<file path="src/hdl/tdt_pkg.sv">
package tdt_pkg;

	// table geometry
	localparam int ENTRIES = 8;
	localparam int IDX_W   = $clog2(ENTRIES);

	// command codes
	localparam logic [2:0] CMD_REPORT = 3'd0;
	localparam logic [2:0] CMD_SELECT = 3'd1;
	localparam logic [2:0] CMD_OPEN   = 3'd2;
	localparam logic [2:0] CMD_CLOSE  = 3'd3;
	localparam logic [2:0] CMD_CLEAR  = 3'd4;

	typedef struct packed {
		logic [2:0]  cmd;
		logic [47:0] mac_addr;
		logic [31:0] now_ms;
	} req_t;

	typedef struct packed {
		logic [2:0]  slot;
		logic        hit;
		logic        evicted;
		logic [31:0] first_seen;
		logic [31:0] report_total;
		logic        selection_valid;
	} rsp_t;

	// controller to datapath
	typedef struct packed {
		logic cap;
		logic look;
		logic scan_step;
		logic apply;
	} dp_cmd_t;

	// datapath to controller
	typedef struct packed {
		logic is_report;
		logic any_hit;
		logic any_free;
		logic scan_last;
	} dp_stat_t;

endpackage

</file>
<file path="src/hdl/tdt_dp.sv">
module tdt_dp (
	input  logic              clk,
	input  logic              arst_n,
	input  tdt_pkg::req_t     req,
	input  tdt_pkg::dp_cmd_t  ctl,
	output tdt_pkg::dp_stat_t stat,
	output tdt_pkg::rsp_t     rsp
);

	// table storage; only the valid bits are reset
	logic [tdt_pkg::ENTRIES-1:0] valid_q;
	logic [47:0]                 addr_q  [tdt_pkg::ENTRIES];
	logic [31:0]                 first_q [tdt_pkg::ENTRIES];
	logic [31:0]                 last_q  [tdt_pkg::ENTRIES];

	logic [31:0] seq_q;
	logic [31:0] rpt_q;
	logic        has_sel_q;
	logic        has_det_q;
	logic [47:0] sel_addr_q;
	logic [47:0] det_addr_q;

	tdt_pkg::req_t             item_q;
	logic [tdt_pkg::IDX_W-1:0] idx_q;
	logic [tdt_pkg::IDX_W-1:0] best_q;
	logic [31:0]               best_time_q;
	logic                      found_q;
	logic                      hit_q;
	logic                      evict_q;
	tdt_pkg::rsp_t             rsp_q;
	tdt_pkg::rsp_t             rsp_d;

	logic                      any_hit;
	logic                      any_free;
	logic [tdt_pkg::IDX_W-1:0] hit_idx;
	logic [tdt_pkg::IDX_W-1:0] free_idx;
	logic                      is_report;
	logic                      scan_last;
	logic                      scan_pinned;
	logic                      scan_take;
	logic [tdt_pkg::IDX_W-1:0] next_best;
	logic [31:0]               seq_next;

	assign is_report = (item_q.cmd == tdt_pkg::CMD_REPORT);
	assign scan_last = (idx_q == tdt_pkg::IDX_W'(tdt_pkg::ENTRIES - 1));
	assign seq_next  = seq_q + 32'd1;

	// match and free search, lowest index wins
	always_comb begin
		any_hit  = 1'b0;
		hit_idx  = '0;
		any_free = 1'b0;
		free_idx = '0;
		for (int i = tdt_pkg::ENTRIES - 1; i >= 0; i--) begin
			if (valid_q[i] && addr_q[i] == item_q.mac_addr) begin
				any_hit = 1'b1;
				hit_idx = tdt_pkg::IDX_W'(i);
			end
			if (!valid_q[i]) begin
				any_free = 1'b1;
				free_idx = tdt_pkg::IDX_W'(i);
			end
		end
	end

	// victim candidate at the scan index
	always_comb begin
		if (has_det_q) begin
			scan_pinned = (addr_q[idx_q] == det_addr_q);
		end else begin
			scan_pinned = has_sel_q && (addr_q[idx_q] == sel_addr_q);
		end
		scan_take = !scan_pinned && (!found_q || last_q[idx_q] < best_time_q);
		next_best = scan_take ? idx_q : best_q;
	end

	// result fields for the current item
	always_comb begin
		rsp_d                 = '0;
		rsp_d.report_total    = rpt_q;
		rsp_d.selection_valid = has_sel_q;
		case (item_q.cmd)
			tdt_pkg::CMD_REPORT: begin
				rsp_d.slot            = 3'(idx_q);
				rsp_d.hit             = hit_q;
				rsp_d.evicted         = evict_q;
				rsp_d.first_seen      = hit_q ? first_q[idx_q] : seq_next;
				rsp_d.report_total    = rpt_q + 32'd1;
				rsp_d.selection_valid = 1'b1;
			end
			tdt_pkg::CMD_SELECT: rsp_d.selection_valid = 1'b1;
			tdt_pkg::CMD_CLEAR: begin
				rsp_d.report_total    = '0;
				rsp_d.selection_valid = 1'b0;
			end
			default: ;
		endcase
	end

	assign stat.is_report = is_report;
	assign stat.any_hit   = any_hit;
	assign stat.any_free  = any_free;
	assign stat.scan_last = scan_last;
	assign rsp            = rsp_q;

	// control state: valid bits, counters, view flags
	always_ff @(posedge clk or negedge arst_n) begin
		if (!arst_n) begin
			valid_q   <= '0;
			seq_q     <= '0;
			rpt_q     <= '0;
			has_sel_q <= 1'b0;
			has_det_q <= 1'b0;
		end else if (ctl.apply) begin
			case (item_q.cmd)
				tdt_pkg::CMD_REPORT: begin
					if (!hit_q) begin
						valid_q[idx_q] <= 1'b1;
						seq_q          <= seq_next;
					end
					rpt_q <= rpt_q + 32'd1;
					if (!has_sel_q && !has_det_q) begin
						has_sel_q <= 1'b1;
					end
				end
				tdt_pkg::CMD_SELECT: has_sel_q <= 1'b1;
				tdt_pkg::CMD_OPEN: begin
					if (has_sel_q) begin
						has_det_q <= 1'b1;
					end
				end
				tdt_pkg::CMD_CLOSE: has_det_q <= 1'b0;
				tdt_pkg::CMD_CLEAR: begin
					valid_q   <= '0;
					seq_q     <= '0;
					rpt_q     <= '0;
					has_sel_q <= 1'b0;
					has_det_q <= 1'b0;
				end
				default: ;
			endcase
		end
	end

	// payload: capture, lookup, scan, entry write and result
	always_ff @(posedge clk) begin
		if (ctl.cap) begin
			item_q <= req;
		end
		if (ctl.look) begin
			if (is_report && !any_hit && !any_free) begin
				idx_q   <= '0;
				best_q  <= '0;
				found_q <= 1'b0;
				hit_q   <= 1'b0;
				evict_q <= 1'b1;
			end else begin
				idx_q   <= any_hit ? hit_idx : free_idx;
				hit_q   <= any_hit;
				evict_q <= 1'b0;
			end
		end
		// advance the victim scan, land on the winner at the last slot
		if (ctl.scan_step) begin
			if (scan_take) begin
				best_q      <= idx_q;
				best_time_q <= last_q[idx_q];
				found_q     <= 1'b1;
			end
			idx_q <= scan_last ? next_best : idx_q + tdt_pkg::IDX_W'(1);
		end
		if (ctl.apply) begin
			rsp_q <= rsp_d;
			case (item_q.cmd)
				tdt_pkg::CMD_REPORT: begin
					if (!hit_q) begin
						addr_q[idx_q]  <= item_q.mac_addr;
						first_q[idx_q] <= seq_next;
					end
					last_q[idx_q] <= item_q.now_ms;
					if (!has_sel_q && !has_det_q) begin
						sel_addr_q <= item_q.mac_addr;
					end
				end
				tdt_pkg::CMD_SELECT: sel_addr_q <= item_q.mac_addr;
				tdt_pkg::CMD_OPEN: begin
					if (has_sel_q) begin
						det_addr_q <= sel_addr_q;
					end
				end
				tdt_pkg::CMD_CLEAR: begin
					sel_addr_q <= '0;
					det_addr_q <= '0;
				end
				default: ;
			endcase
		end
	end

`ifndef SYNTHESIS
	// a hit always points at a live entry
	a_hit_valid: assert property (@(posedge clk) disable iff (!arst_n)
		(ctl.apply && is_report && hit_q) |-> valid_q[idx_q])
		else $error("hit on an empty slot");

	// eviction only happens on a full table
	a_evict_full: assert property (@(posedge clk) disable iff (!arst_n)
		(ctl.apply && is_report && evict_q) |-> (valid_q == '1))
		else $error("eviction with a free slot");

	// a report bumps the report count by one
	a_rpt_step: assert property (@(posedge clk) disable iff (!arst_n)
		(ctl.apply && is_report) |=> (rpt_q == $past(rpt_q) + 32'd1))
		else $error("report count did not advance");
`endif

endmodule

</file>
<file path="src/hdl/tdt_ctrl.sv">
module tdt_ctrl (
	input  logic              clk,
	input  logic              arst_n,
	input  logic              req_valid,
	output logic              req_stall,
	output logic              rsp_valid,
	input  logic              rsp_stall,
	input  tdt_pkg::dp_stat_t stat,
	output tdt_pkg::dp_cmd_t  ctl
);

	typedef enum logic [1:0] {
		S_IDLE,
		S_LOOK,
		S_SCAN,
		S_APPLY
	} state_t;

	state_t state_q;
	logic   rsp_valid_q;
	logic   out_free;

	assign out_free  = !rsp_valid_q || !rsp_stall;
	assign req_stall = (state_q != S_IDLE);
	assign rsp_valid = rsp_valid_q;

	// datapath commands
	always_comb begin
		ctl.cap       = req_valid && (state_q == S_IDLE);
		ctl.look      = (state_q == S_LOOK);
		ctl.scan_step = (state_q == S_SCAN);
		ctl.apply     = (state_q == S_APPLY) && out_free;
	end

	// sequence one item; hold the result until its transfer
	always_ff @(posedge clk or negedge arst_n) begin
		if (!arst_n) begin
			state_q     <= S_IDLE;
			rsp_valid_q <= 1'b0;
		end else begin
			if (ctl.apply) begin
				rsp_valid_q <= 1'b1;
			end else if (rsp_valid_q && !rsp_stall) begin
				rsp_valid_q <= 1'b0;
			end
			case (state_q)
				S_IDLE: begin
					if (req_valid) begin
						state_q <= S_LOOK;
					end
				end
				S_LOOK: begin
					if (stat.is_report && !stat.any_hit && !stat.any_free) begin
						state_q <= S_SCAN;
					end else begin
						state_q <= S_APPLY;
					end
				end
				S_SCAN: begin
					if (stat.scan_last) begin
						state_q <= S_APPLY;
					end
				end
				S_APPLY: begin
					if (out_free) begin
						state_q <= S_IDLE;
					end
				end
				default: state_q <= S_IDLE;
			endcase
		end
	end

`ifndef SYNTHESIS
	// an accepted item goes straight to lookup
	a_cap_look: assert property (@(posedge clk) disable iff (!arst_n)
		(req_valid && !req_stall) |=> (state_q == S_LOOK))
		else $error("accepted item not looked up");

	// the result register is never overwritten before its transfer
	a_no_overwrite: assert property (@(posedge clk) disable iff (!arst_n)
		ctl.apply |-> (!rsp_valid_q || !rsp_stall))
		else $error("result overwritten");

	// only a report runs the victim scan
	a_scan_report: assert property (@(posedge clk) disable iff (!arst_n)
		(state_q == S_SCAN) |-> stat.is_report)
		else $error("scan for a non-report command");
`endif

endmodule

</file>
<file path="src/hdl/tracked_device_table_lru_pinned_top.sv">
// channel | valid     | stall     | payload
// request | req_valid | req_stall | req (tdt_pkg::req_t)
// result  | rsp_valid | rsp_stall | rsp (tdt_pkg::rsp_t)
//
// One item at a time. A report that hits, or finds a free slot, and every
// other command pass through the lookup and apply states to the result register.
// A report that misses on a full table adds a victim scan between the two,
// one slot per cycle through a single read of the timestamp array.
// Reset empties the table and clears counters and the selection.
// A stalled result holds in its register; the next request is taken meanwhile.
module tracked_device_table_lru_pinned_top (
	input  logic          clk,
	input  logic          arst_n,
	input  logic          req_valid,
	output logic          req_stall,
	input  tdt_pkg::req_t req,
	output logic          rsp_valid,
	input  logic          rsp_stall,
	output tdt_pkg::rsp_t rsp
);

	tdt_pkg::dp_cmd_t  ctl;
	tdt_pkg::dp_stat_t stat;

	tdt_ctrl u_ctrl (
		.clk       (clk),
		.arst_n    (arst_n),
		.req_valid (req_valid),
		.req_stall (req_stall),
		.rsp_valid (rsp_valid),
		.rsp_stall (rsp_stall),
		.stat      (stat),
		.ctl       (ctl)
	);

	tdt_dp u_dp (
		.clk    (clk),
		.arst_n (arst_n),
		.req    (req),
		.ctl    (ctl),
		.stat   (stat),
		.rsp    (rsp)
	);

endmodule
</file>
<file path="config.mk">
export PLATFORM = sky130hd
export DESIGN_NAME = tracked_device_table_lru_pinned_top
export DESIGN_NICKNAME = d
export VERILOG_FILES = /design/src/hdl/tdt_pkg.sv /design/src/hdl/tdt_dp.sv /design/src/hdl/tdt_ctrl.sv /design/src/hdl/tracked_device_table_lru_pinned_top.sv
export SDC_FILE = /design/constraint.sdc
export NUM_CORES = 2
export LEC_CHECK = 0
export BUFFER_PORTS_ARGS = -buffer_cell sky130_fd_sc_hd__buf_4
export CELL_PAD_IN_SITES_DETAIL_PLACEMENT = 2
export CELL_PAD_IN_SITES_GLOBAL_PLACEMENT = 2
export CORE_MARGIN = 3
export CORE_UTILIZATION = 50
export CTS_BUF_LIST = sky130_fd_sc_hd__clkbuf_2
export CTS_CLUSTER_DIAMETER = 40
export DETAILED_ROUTE_END_ITERATION = 12
export PLACE_DENSITY_LB_ADDON = 0.2
export SYNTH_ARGS = -nofsm -noshare
export SYNTH_HDL_FRONTEND = slang
export SYNTH_SLANG_ARGS = --single-unit
</file>
<file path="constraint.sdc">
create_clock -name clk -period 14.7 [get_ports clk]
set_input_delay 0 -clock clk [delete_from_list [all_inputs] [get_ports clk]]
set_output_delay 0 -clock clk [all_outputs]
set_load 0.03 [all_outputs]
</file>
==> impl_results.md <==
* Most frequent cells in the layout: edfxtp_1, clkbuf_2, xor2_1
* Crit. End Element: flop
* CTS Buf Count at around 340
* # fillers at between 9000 and 10000
* Row count at 119
* Routability congestion estimate at 0.944
* Post-synth cell types at 71
* CTS tree: yes
* Dpl cells at approximately 4900
* CP delay by family, top: buffers and inverters
* FFs w/ async S/R, synth at 0.0608
* WL final at 242000 um
* Die Width at 335 um
* FMAX at 156 MHz
* Post-synth EDFFs at roughly 1200
* CP Data Required Time at 15.99 ns
* Reg-to-reg endpoint: u_dp.best_time_q[12]
* Root Buffer: clkbuf_2
* Core area at 106000 um^2
* Worst min path class: in -> reg
* Power density cells at 174 nW/um^2
* DRC Markers at 0
* Mapped Area at about 54000 um^2
* Crit-path max FO at 50
* CP peak stage delay at 1.03 ns
* DR vias/cell at between 6 and 7
* Multi-input gate area at roughly 15000 um^2
* Max-Cap Viols at 1
* CTS Sinks at 1266
* H-tree Lvls at 5
* Post-synth top area cell: edfxtp_1
* First-pass GRT wire length at 339000 um
* Reg clk slew, reported paths at 0.14 ns
* Cell area after layout at 62600 um^2
* Die area at approximately 110000 um^2
* Antenna viol nets, final at 0
* Hold violation count in the final report at 0
* Worst-skew pair later-pin latency at 1.84 ns
* Final min period at between 6 and 7 ns
* Crit path buf inv count at 4
* Number of port buffers at 158
* Crit Path Category: reg -> reg
* Critical-path cell with the highest stage delay: dfxtp_4
* Io pins at 159
* Startpoint Class: flop
* Share of cells above drive strength 1 at 0.213
* Maximum number of pins on one net before global-route repair at 99
* Slew @ Worst Pin at 1.57 ns
* Mapped Avg Cell Area at 15.8 um^2
* RSZ-0062 raised after global routing: false
* Failing checks: max-capacitance violations, max-slew violations
* WL per Instance at roughly 42 um
* Vias at 38911
* Area grow syn2layout at 15.9%
* Crit path DAT at 7.71 ns
* CTS resizes at 0
* Starting Density at 0.508
* Utilization after layout at 0.589
* Die Y at 335 um
* Final period util at 0.436
* First drt pass iteration count at 6
* CP Capture Point: u_dp.best_time_q[12]
* Commonest non-fill, non-tap cell in the layout: edfxtp_1
* Slew headroom at -0.0485
* TNS Setup at 0 ns
* Pins Over Slew Limit at 14
* Critical Path, Cell by Cell: buf_4, mux4_2, nand2_1, nand2_1, ha_1, a21o_1, a21o_1, a21oi_1, o21ai_0, inv_1, a31oi_1, o21ai_0, nand3_1, inv_1, buf_4
* Top FF cell, synth: edfxtp_1
* Yosys warning count at 0
* Antenna violations before repair at 7
* Setup-failing EPs final at 0
* Status: finished with violations
* Grt ovf at 0
* Reg area at 37600 um^2
* Synthesized net count at about 3600
* Final cell count without fillers at 5739
* Final Skew at between 0.15 and 0.2 ns
* Max Root-Sink Buffers at 4
* GRT Overall Usage at 0.430
* Post-DP Area at 56800 um^2
* DP Wirelength at 126000 um
* Nets@finish at 4230
* Cell depth of the worst setup path at 15
* Iter 0 DRT Violations at around 6000
* Flop2flop setup slack at between 8 and 9 ns
* Reg2reg path depth at 15
* Pleak at 21.9 nW
* Post-synth top area share at 0.657
* Yosys reg bits at roughly 1300
* Area contributors post-synth: edfxtp_1, mux4_2, xor2_1, xnor2_1, dfrtp_1
* Cell count after synthesis at 3429
* Vias in the first global route at about 42000
* Worst VDD drop at 0.113 mV
* Register area share after synthesis at 0.695
## through the flow
stage | setup WS (ns) | hold WS (ns) | power, W
2_1_floorplan | 4.73 | -0.296 | 0.00636
3_3_place_gp | 9.06 | -0.145 | 0.00737
3_5_place_dp | 8.72 | -0.135 | 0.00762
4_1_cts | 8.59 | 0.00215 | 0.0104
5_1_grt | 8.04 | 0.00367 | 0.0111
6_report | 8.29 | 0.0410 | 0.0109
## power by group
group | internal, W | switching [W]
registers | 0.00432 | 0.000416
clock network | 0.000990 | 0.00187
logic | 0.00105 | 0.00224
total | 0.00636 | 0.00452
## flip-flops by register name, indices dropped and copies added (netlist names), 48 cells and up, named ones only
register	cells
u_dp.last_q	256
u_dp.item_q	83
u_dp.det_addr_q	48
u_dp.sel_addr_q	48
u_dp.addr_q	384
u_dp.first_q	256
u_dp.rsp	70
## how the worst min path moves through the flow
stage / start / endpoint / slack, ns / cells past startpoint
finish: req[40] / u_dp.item_q[40] / 0.04 / 4
global route: req[40] / u_dp.item_q[40] / 0.004 / 4
CTS: req[4] / u_dp.item_q[4] / 0.002 / 4
detailed placement: arst_n / u_dp.rpt_q[13] / -0.14 / 1
global placement: arst_n / u_dp.rpt_q[12] / -0.15 / 1
floorplan: arst_n / u_ctrl.rsp_valid / -0.30 / 0
## cell usage after synthesis, types with 7 or more instances
cell type and n:
o31ai_1 30, nor3_1 30, inv_1 83, a22oi_1 111
nand3_1 40, buf_4 8, dfxtp_1 7, xor2_1 292
ha_1 40, nand4_1 122, dfrtp_1 77, edfxtp_1 1182
nand2_1 207, o21ai_1 21, a21oi_1 27, and2_1 93
mux2i_1 86, nor2_1 126, or3_1 7, nor4_1 54
mux4_2 126, buf_1 23, and3_1 13, mux2_2 9
a221oi_1 30, o21ai_0 78, xnor2_1 225, a22o_1 41
buf_2 58, clkbuf_1 83, nor2b_1 11
## timing repair
action,in CTS,in global routing
endpoints found under the hold margin,310,0
buffers inserted,0,0
hold buffers,285,0
endpoints found under the setup margin,0,0
## metal layers
metal  routed length [um]  vias up  global-route usage
li1                     -    14576                   -
met3                22600      941              0.0969
met5                   44        -                   0
met4                17700        6               0.268
met1                83100    20223               0.510
met2               118000     3165               0.717
## cell families after synthesis
group,Yosys count,share of synthesized area
AOI/OAI and AO/OA,386,0.0501
xor gates and xnor gates,517,0.0838
DFF,1266,0.695
and+or+nand+nor,731,0.0686
buffers and inverters,265,0.0214
adders and majority gates,40,0.00926
muxes,224,0.0715
## final cells by class
class,count,share of cell area
flip-flops and latches,1266,0.600
multi-input cells,1898,0.247
repair buffers,510,0.0727
clock buffers,492,0.0393
well taps,1391,0.0278
clock inverters,84,0.00777
inverters,86,0.00518
diodes,12,0.000480
## worst reg2reg max path, stage by stage (launching register included)
cell     delay [ns]
dfxtp_4        1.03
buf_4          0.98
mux4_2         0.71
nand2_1        0.09
nand2_1        0.12
ha_1           0.35
a21o_1         0.19
a21o_1         0.18
a21oi_1        0.27
o21ai_0        0.16
inv_1          0.08
a31oi_1        0.17
o21ai_0        0.62
nand3_1        0.44
inv_1          0.16
buf_4          0.51
(Power assumes the default switching activity.)
